`config.mk`:
```
export PLATFORM = sky130hd
export DESIGN_NAME = xnor_lfsr_key_scrambler
export DESIGN_NICKNAME = d
export VERILOG_FILES = /design/src/sv/xlks_pkg.sv /design/src/sv/xnor_lfsr_key_scrambler.sv /design/src/sv/xlks_lfsr_step.sv
export SDC_FILE = /design/constraint.sdc
export NUM_CORES = 1
export LEC_CHECK = 0
export BUFFER_PORTS_ARGS = -buffer_cell sky130_fd_sc_hd__buf_2
export CORE_ASPECT_RATIO = 1.1
export CORE_MARGIN = 2
export CORE_UTILIZATION = 50
export DETAILED_ROUTE_END_ITERATION = 16
export GPL_TIMING_DRIVEN = 0
export PLACE_DENSITY = 0.68
export SYNTH_ARGS = -nofsm -noshare
export SYNTH_HDL_FRONTEND = slang
export SYNTH_HIERARCHICAL = 1
export SYNTH_SLANG_ARGS = --single-unit
```
`constraint.sdc`:
```
create_clock -name clk_i -period 5.42 [get_ports clk_i]
set_input_delay 1.084 -clock clk_i [delete_from_list [all_inputs] [get_ports clk_i]]
set_output_delay 1.084 -clock clk_i [all_outputs]
set_load 0.005 [all_outputs]
```
`src/sv/xlks_pkg.sv`:
```
`default_nettype none

package xlks_pkg;

  localparam int WordW = 32;
  localparam int StepW = 10;
  localparam int CmdW  = 2;

  typedef enum logic [CmdW-1:0] {
    CMD_SEED       = 2'd0,
    CMD_DESCRAMBLE = 2'd1,
    CMD_ADVANCE    = 2'd2,
    CMD_HOLD       = 2'd3
  } cmd_e;

  typedef enum logic [1:0] {
    ST_IDLE,
    ST_RUN,
    ST_FINISH
  } state_e;

  // Bit reversal of one word; every output bit is an independent wire.
  function automatic logic [WordW-1:0] reverse_word(input logic [WordW-1:0] v);
    logic [WordW-1:0] r;
    for (int b = 0; b < WordW; b++) begin
      r[b] = v[WordW-1-b];
    end
    return r;
  endfunction

endpackage

`default_nettype wire

```
`src/sv/xnor_lfsr_key_scrambler.sv`:
```
`default_nettype none

// Channel   Dir  Payload (lowest bit up)                    Handshake
// s_axis    in   tuser: cmd[1:0]                            tvalid/tready
//                tdata: data_word[31:0], step_count[41:32]
// m_axis    out  tdata: result_word[31:0], key_after[63:32] tvalid/tready
//
// An input beat is accepted in idle; run then steps the working word once per unit of
// step_count (saturated to 2^COUNT_BITS - 1), or a zero count or hold command goes
// straight to finish, which registers the result. A new beat is taken only in idle.
// The single LFSR step unit advances the working word one bit per cycle in run. The
// input side is ready only while the sequencer is idle; a stalled master side keeps
// it waiting in the finish state. Reset clears the key and the output valid flag.
module xnor_lfsr_key_scrambler
  import xlks_pkg::*;
#(
  parameter int COUNT_BITS = 10
) (
  input  logic        clk_i,
  input  logic        rst_ni,
  input  logic        s_axis_tvalid_i,
  output logic        s_axis_tready_o,
  input  logic [47:0] s_axis_tdata_i,   // data_word[31:0], step_count[41:32], zero pad
  input  logic [1:0]  s_axis_tuser_i,   // cmd[1:0]
  output logic        m_axis_tvalid_o,
  input  logic        m_axis_tready_i,
  output logic [63:0] m_axis_tdata_o    // result_word[31:0], key_after[63:32]
);

  localparam int SatW = (COUNT_BITS > StepW) ? COUNT_BITS : StepW;

  state_e state_q, state_d;
  cmd_e   cmd_q, cmd_d;
  logic [COUNT_BITS-1:0] cnt_q, cnt_d;
  logic [WordW-1:0] work_q, work_d;
  logic [WordW-1:0] key_q, key_d;
  logic [WordW-1:0] xor_q, xor_d;
  logic [WordW-1:0] res_q, res_d;
  logic [WordW-1:0] kaf_q, kaf_d;
  logic out_valid_q, out_valid_d;

  logic [WordW-1:0] in_data;
  logic [StepW-1:0] in_steps;
  cmd_e             in_cmd;
  logic             in_fire;
  logic             out_free;
  logic [SatW-1:0]  steps_ext;
  logic [SatW-1:0]  steps_lim;
  logic [COUNT_BITS-1:0] steps_sat;

  logic [WordW-1:0] step_word;
  logic [WordW-1:0] final_word;

  assign in_data  = s_axis_tdata_i[WordW-1:0];
  assign in_steps = s_axis_tdata_i[WordW+StepW-1:WordW];
  assign in_cmd   = cmd_e'(s_axis_tuser_i);

  assign s_axis_tready_o = (state_q == ST_IDLE);
  assign in_fire  = s_axis_tvalid_i && s_axis_tready_o;
  assign out_free = !out_valid_q || m_axis_tready_i;

  // The step count saturates at the largest value the counter can hold.
  assign steps_ext = SatW'(in_steps);
  assign steps_lim = SatW'((64'd1 << COUNT_BITS) - 64'd1);
  assign steps_sat = (steps_ext > steps_lim) ? steps_lim[COUNT_BITS-1:0]
                                             : steps_ext[COUNT_BITS-1:0];

  // The shared step unit runs right for seeding and left for key advances.
  xlks_lfsr_step u_step (
    .word_i  (work_q),
    .right_i (cmd_q == CMD_SEED),
    .step_o  (step_word),
    .final_o (final_word)
  );

  // Next-state logic of the sequencer.
  always_comb begin
    state_d = state_q;
    case (state_q)
      ST_IDLE: begin
        if (in_fire) begin
          if (steps_sat == '0 || in_cmd == CMD_HOLD) begin
            state_d = ST_FINISH;
          end else begin
            state_d = ST_RUN;
          end
        end
      end
      ST_RUN: begin
        if (cnt_q == COUNT_BITS'(1)) begin
          state_d = ST_FINISH;
        end
      end
      ST_FINISH: begin
        if (out_free) begin
          state_d = ST_IDLE;
        end
      end
      default: state_d = ST_IDLE;
    endcase
  end

  // Datapath and output register updates.
  always_comb begin
    cmd_d       = cmd_q;
    cnt_d       = cnt_q;
    work_d      = work_q;
    key_d       = key_q;
    xor_d       = xor_q;
    res_d       = res_q;
    kaf_d       = kaf_q;
    out_valid_d = out_valid_q && !m_axis_tready_i;
    case (state_q)
      ST_IDLE: begin
        if (in_fire) begin
          cmd_d  = in_cmd;
          cnt_d  = steps_sat;
          work_d = (in_cmd == CMD_SEED) ? in_data : key_q;
          // The descramble result uses the key as it stood before the advance.
          xor_d  = in_data ^ key_q;
        end
      end
      ST_RUN: begin
        work_d = step_word;
        cnt_d  = cnt_q - COUNT_BITS'(1);
      end
      ST_FINISH: begin
        if (out_free) begin
          out_valid_d = 1'b1;
          case (cmd_q)
            CMD_SEED: begin
              key_d = reverse_word(final_word);
              res_d = reverse_word(final_word);
              kaf_d = reverse_word(final_word);
            end
            CMD_DESCRAMBLE: begin
              key_d = final_word;
              res_d = xor_q;
              kaf_d = final_word;
            end
            CMD_ADVANCE: begin
              key_d = final_word;
              res_d = final_word;
              kaf_d = final_word;
            end
            default: begin
              res_d = key_q;
              kaf_d = key_q;
            end
          endcase
        end
      end
      default: ;
    endcase
  end

  always_ff @(posedge clk_i or negedge rst_ni) begin
    if (!rst_ni) begin
      state_q     <= ST_IDLE;
      key_q       <= '0;
      out_valid_q <= 1'b0;
      cnt_q       <= '0;
      cmd_q       <= CMD_SEED;
    end else begin
      state_q     <= state_d;
      key_q       <= key_d;
      out_valid_q <= out_valid_d;
      cnt_q       <= cnt_d;
      cmd_q       <= cmd_d;
    end
  end

  always_ff @(posedge clk_i) begin
    work_q <= work_d;
    xor_q  <= xor_d;
    res_q  <= res_d;
    kaf_q  <= kaf_d;
  end

  assign m_axis_tvalid_o = out_valid_q;
  assign m_axis_tdata_o  = {kaf_q, res_q};

endmodule

`default_nettype wire

```
`src/sv/xlks_lfsr_step.sv`:
```
`default_nettype none

// One XNOR LFSR step in either direction, plus the final feedback insertion.
module xlks_lfsr_step
  import xlks_pkg::*;
(
  input  logic [WordW-1:0] word_i,
  input  logic             right_i,
  output logic [WordW-1:0] step_o,
  output logic [WordW-1:0] final_o
);

  logic fb_right;
  logic fb_left;

  assign fb_right = ~(word_i[0] ^ word_i[7] ^ word_i[15] ^ word_i[23]);
  assign fb_left  = ~(word_i[31] ^ word_i[24] ^ word_i[16] ^ word_i[8]);

  always_comb begin
    if (right_i) begin
      // Shift right; the feedback is ORed into bit 30 over the shifted-in top bit.
      step_o  = {1'b0, word_i[31] | fb_right, word_i[30:1]};
      final_o = {word_i[31] | fb_right, word_i[30:0]};
    end else begin
      // Shift left; the feedback is ORed into bit 1 over the old bit 0.
      step_o  = {word_i[30:1], word_i[0] | fb_left, 1'b0};
      final_o = {word_i[31:1], word_i[0] | fb_left};
    end
  end

endmodule

`default_nettype wire
```
==> impl_metrics.json, run 1 <==
{
  "grt_usage": 0.2431,
  "wire_per_inst_um": 19.35,
  "start_util": 0.5092,
  "layout_min_cycle_time_ns": 2.457,
  "async_reset_ff_frac": 0.2686,
  "synth_nets": 778,
  "synth-edff-count": 128,
  "numCtsBuffers": 17,
  "io_pins": 120,
  "holdBufCountCts": 0,
  "area_delta_synth_final_pct": 17.45,
  "final_area_mm2": 0.01014,
  "ant_nets": 0,
  "cts_sinks": 175,
  "vias": 6183,
  "drcViolationCount": 0,
  "cp_max_fo": 73,
  "p_leak_uw": 0.004011,
  "die_h_um": 141.8,
  "fmax_mhz": 407.0,
  "initialDrtViolationCount": 503,
  "dieWidth_um": 129.3,
  "setup_viol": 0,
  "cts_resized": 0,
  "netlist_area_mm2": 0.008633,
  "setup_tns_ns": 0,
  "tritoncts": "done",
  "critPathKind": "in2reg",
  "ys_types": 45,
  "clock_path_buffers": 2,
  "grt_max_degree": 74,
  "syn-instance-count": 718,
  "hold_violations": 0,
  "dieArea_mm2": 0.01833,
  "yosysSeqAreaShare": 0.5814,
  "core_mm2": 0.01695,
  "drive_gt1_frac": 0.2925,
  "slew_headroom": 0.2811,
  "postCtsSetupBuffers": 0,
  "clk_pin_slew_worst_paths_ns": 0.07,
  "yosys_warnings": 6,
  "critPathLaunchType": "input port",
  "rows": 50,
  "nets": 912,
  "diodes": 0,
  "slew_viol_final": 0,
  "cts-root-buf": "clkbuf_16",
  "place_area_mm2": 0.009524,
  "grt_pass1_wl_mm": 33.53,
  "rsz0062_at_grt": "false",
  "clock_skew_ns": 0.008441,
  "fin_cells": 1099,
  "ir_drop_mv": 0.3462,
  "wl_mm": 21.26,
  "crit_arrival_ns": 2.78,
  "worstMarginPinSlew_ns": 1.078,
  "dpl.cell_count": 1067,
  "place_hpwl_mm": 14.56,
  "synthFlopType": "edfxtp_1",
  "clk_latency_ns": 0.43,
  "cellPowerDensity_mw_per_mm2": 666.2,
  "h-tree-depth": 4,
  "fin_crit_sh": 0.4533,
  "port_buffers": 113,
  "syn_avg_cell_area_um2": 12.02,
  "run_status": "complete, no violations",
  "hold_class": "reg2reg",
  "required_ns": 5.74,
  "ys_ff_latch": 175,
  "crit_path_end_kind": "flip-flop",
  "grt_pass1_vias": 6328,
  "fill_cells": 1401,
  "grt_overflow": 0,
  "detail_route.vias_per_cell": 5.626,
  "maxCapViolations": 0,
  "antenna_found_initial": 0,
  "gp_congestion": 0.8840,
  "dr.pass1.iters": 5
}
-- cell usage in the layout, fill, tap and decap left out, types with 3 or more instances in the layout --
| cell type | Yosys | layout |
|---|---|---|
| buf_4 | 33 | 35 |
| inv_6 | 0 | 3 |
| o21ai_0 | 37 | 37 |
| clkbuf_1 | 25 | 25 |
| ha_1 | 6 | 6 |
| edfxtp_1 | 128 | 128 |
| buf_2 | 6 | 117 |
| a31oi_1 | 4 | 4 |
| inv_1 | 9 | 9 |
| nor2_1 | 13 | 13 |
| clkinvlp_4 | 0 | 4 |
| clkbuf_16 | 0 | 17 |
| xor2_1 | 34 | 34 |
| nand2b_1 | 3 | 3 |
| mux2i_1 | 32 | 32 |
| nor2b_1 | 35 | 35 |
| mux2_2 | 58 | 58 |
| nand2_1 | 72 | 72 |
| nor3_1 | 4 | 4 |
| bufinv_16 | 0 | 3 |
| a211oi_1 | 3 | 3 |
| xnor2_1 | 4 | 4 |
| a22oi_1 | 32 | 32 |
| a21oi_1 | 98 | 98 |
| buf_6 | 4 | 4 |
| nand3_1 | 5 | 5 |
| dfrtp_1 | 47 | 47 |
-- metrics by stage --
step	utilization	setup WS (ns)	power, µW	hold WS, ns
6_report	0.5981	2.963	6755	0.4969
5_1_grt	0.5981	2.838	7173	0.5281
4_1_cts	0.5979	2.946	6740	0.4989
3_5_place_dp	0.5618	2.493	5443	0.4885
3_3_place_gp	0.5599	2.070	5324	0.4835
2_1_floorplan	-	2.602	4507	0.4608
-- worst max-delay path: stages --
cell	delay (ns)
buf_2	0.10
inv_1	0.05
a21oi_2	0.30
buf_4	0.74
mux2_2	0.41
-- logic make-up after synthesis --
group / after synthesis / share of synthesized area
adder cells (fa/ha/maj): 6 / 0.008695
multiplexers: 92 / 0.1154
buffers and inverters: 78 / 0.05261
AND/OR/NAND/NOR: 143 / 0.07986
AO/OA/AOI/OAI: 186 / 0.1235
flip-flops: 175 / 0.5814
XOR/XNOR: 38 / 0.03855
-- power by group --
group	switching, µW	internal, µW	leakage [µW]
logic	1720	1190	0.00193
clock network	529	751	0.000290
registers	336	2220	0.00179
-- state kept, by name, indices dropped and copies added, names as in the netlist --
signal and count:
cmd_q 2, xor_q 32, key_q 32, work_q 32
state_q 2, kaf_q 32, cnt_q 10, m_axis_tvalid_o 1
res_q 32
-- path summary, 6_finish.rpt --
path | slack, ns | depth (start not counted) | start | endpoint
max in group asynchronous | 4.22 | 1 | rst_ni | key_q[24]$_DFFE_PN0P_
worst min-delay path | 0.50 | 1 | cnt_q[3]$_DFFE_PN0P_ | cnt_q[3]$_DFFE_PN0P_
worst max-delay path | 2.96 | 5 | m_axis_tready_i | key_q[22]$_DFFE_PN0P_
worst max register to register | 3.14 | 4 | state_q[0]$_DFFE_PN0P_ | key_q[22]$_DFFE_PN0P_
min in group asynchronous | 0.72 | 1 | rst_ni | cnt_q[9]$_DFFE_PN0P_
worst min register to register | 0.50 | 1 | cnt_q[3]$_DFFE_PN0P_ | cnt_q[3]$_DFFE_PN0P_
-- area by class of cell --
class / instances / area, µm² / share of cell area
Timing Repair Buffer: 115 / 598.1 / 0.05898
Tap cell: 234 / 292.8 / 0.02887
Sequential cell: 175 / 5020 / 0.4951
Clock buffer: 19 / 452.9 / 0.04467
Multi-Input combinational cell: 465 / 3159 / 0.3116
Clock inverter: 13 / 160.2 / 0.01579
Inverter: 10 / 37.54 / 0.003702
Buffer: 68 / 419.2 / 0.04134
-- synth_stat cells, types with 9 or more instances --
library cell,number,area [µm²]
buf_4,33,247.7
edfxtp_1,128,3844
clkbuf_1,25,93.84
inv_1,9,33.78
nor2b_1,35,219.0
mux2_2,58,653.1
a21oi_1,98,490.5
xor2_1,34,297.8
o21ai_0,37,185.2
dfrtp_1,47,1176
nand2_1,72,270.3
mux2i_1,32,320.3
a22oi_1,32,240.2
nor2_1,13,48.80
-- layer usage --
metal  global-route usage  vias to the layer above  routed length [µm]  part of all wire
met5                    0                        -                   0                 0
met2               0.4047                      221               10440              0.49
li1                     -                     2869                   -                 -
met4              0.09039                        0                 488             0.023
met3              0.03922                       39                1275             0.060
met1               0.3213                     3054                9060              0.43
Power figures use the tool's default switching activity.
==> run 2: changes to the inputs <==
PLACE_DENSITY = 0.71   (was 0.68)
clock period = 2.2 ns   (was 5.42 ns; I/O delays follow)
==> impl_metrics.json, run 2 (synthesis results as in run 1) <==
{
  "run_status": "complete, no violations",
  "detail_route.vias_per_cell": 5.480,
  "wl_met2_mm": 9.990,
  "ant_nets": 0,
  "drcViolationCount": 0,
  "rows": 50,
  "numCtsBuffers": 17,
  "p_clk_frac": 0.173,
  "rsz0062_at_grt": "false",
  "cp_max_fo": 73,
  "dr.pass1.iters": 5,
  "p_int_uw": 9966,
  "slew_headroom": 0.1966,
  "clock_path_buffers": 2,
  "antenna_found_initial": 0,
  "grt_pass1_vias": 5837,
  "final_util": 0.5922,
  "wl_met3_mm": 1.130,
  "place_ws_ns": -0.07067,
  "slew_viol_final": 0,
  "route.layer.met1.wl_mm": 8.940,
  "fin_cells": 1096,
  "hold_path_depth": 2,
  "layout_min_cycle_time_ns": 2.065,
  "nets": 910,
  "grt_usage": 0.2331,
  "crit_path_end_kind": "flip-flop",
  "critPathKind": "reg2reg",
  "required_ns": 2.52,
  "start_util": 0.5092,
  "setup_ws_ns": 0.1347,
  "hold_class": "in2reg",
  "p_sw_frac": 0.3819,
  "ir_drop_mv": 0.9160,
  "io_pins": 120,
  "holdBufCountCts": 0,
  "clk_pin_slew_worst_paths_ns": 0.06,
  "gp_congestion": 0.8294,
  "pwr-share-seq": 0.390,
  "diodes": 0,
  "ff2ff_path_depth": 4,
  "grt_overflow": 0,
  "fmax_mhz": 484.2,
  "maxCapViolations": 0,
  "final_common_cell": "edfxtp_1",
  "p_leak_uw": 0.003965,
  "combPwrFrac": 0.437,
  "critPathLaunchType": "flip-flop",
  "fin_crit_sh": 0.9388,
  "grt_max_degree": 74,
  "area_delta_synth_final_pct": 16.29,
  "cts_sinks": 175,
  "cts-root-buf": "clkbuf_16",
  "initialDrtViolationCount": 395,
  "worstMarginPinSlew_ns": 1.205,
  "drive_gt1_frac": 0.2854,
  "mostFrequentLayoutCells": "edfxtp_1 (128), buf_2 (117), a21oi_1 (98)",
  "hold_violations": 0,
  "dieWidth_um": 129.3,
  "tritoncts": "done",
  "dr.max_layer_used": "met4",
  "vias": 6006,
  "place_hpwl_mm": 13.91,
  "core_mm2": 0.01695,
  "wire_per_inst_um": 18.65,
  "dieArea_mm2": 0.01833,
  "clock_skew_ns": 0.007757,
  "cellPowerDensity_mw_per_mm2": 1606,
  "port_buffers": 113,
  "die_h_um": 141.8,
  "crit_arrival_ns": 2.38,
  "dpl.cell_count": 1065,
  "h-tree-depth": 4,
  "wl_mm": 20.45,
  "grt_pass1_wl_mm": 31.77,
  "setup_viol": 0,
  "switchingPower_uw": 6158,
  "clk_latency_ns": 0.44
}
[run 2: power by group through the flow]
stage          registers [µW]  logic (µW)  clock network, µW
2_1_floorplan            6140        4970                  0
3_3_place_gp             6320        6820                  0
3_5_place_dp             6330        6930                  0
4_1_cts                  6270        7000               2840
5_1_grt                  6430        7800               2960
6_report                 6290        7050               2790
[run 2: final cells by class]
cell class                      instances  area [µm²]
Fill cell                            1434        6914
Sequential cell                       175        5020
Multi-Input combinational cell        465        3164
Timing Repair Buffer                  113       565.5
Clock buffer                           22       464.2
Buffer                                 68       427.9
Tap cell                              234       292.8
Clock inverter                          9       67.56
Inverter                               10       37.54
[run 2: worst max-delay path, stage by stage (launching register included)]
cell      delay [ns]
dfrtp_1         0.43
nand2b_1        0.20
a21oi_2         0.28
clkbuf_8        0.57
mux2_2          0.41
[run 2: metal layers]
metal	vias to the layer above	track usage
met3	26	0.04072
met2	195	0.3801
met1	2920	0.3165
li1	2865	-
met4	0	0.07895
met5	-	0
[run 2: path summary, 6_finish.rpt]
| path | startpoint | endpoint | slack, ns |
|---|---|---|---|
| max in group asynchronous | rst_ni | key_q[16]$_DFFE_PN0P_ | 1.21 |
| hold reg to reg | cnt_q[9]$_DFFE_PN0P_ | cnt_q[9]$_DFFE_PN0P_ | 0.49 |
| setup / recovery | state_q[0]$_DFFE_PN0P_ | key_q[23]$_DFFE_PN0P_ | 0.13 |
| setup reg to reg | state_q[0]$_DFFE_PN0P_ | key_q[23]$_DFFE_PN0P_ | 0.13 |
| min in group asynchronous | rst_ni | key_q[3]$_DFFE_PN0P_ | 0.25 |
| hold / removal | m_axis_tready_i | m_axis_tvalid_o$_DFF_PN0_ | 0.20 |
[run 2: timing repair]
action                     CTS  global route
gates resized for setup      2             3
setup endpoints to repair   42            10
setup buffers                0             0
[run 2: stage by stage]
step	setup TNS, ns	power (µW)	hold slack [ns]	instance area, µm²
final	0	16120	0.2040	10040
after global routing	0	17200	0.2382	10040
after CTS	0	16110	0.1963	10030
after detailed placement	-0.6094	13260	0.4834	9497
after global placement	-3.816	13140	0.4835	9494
after floorplan	0	11100	0.1444	8636
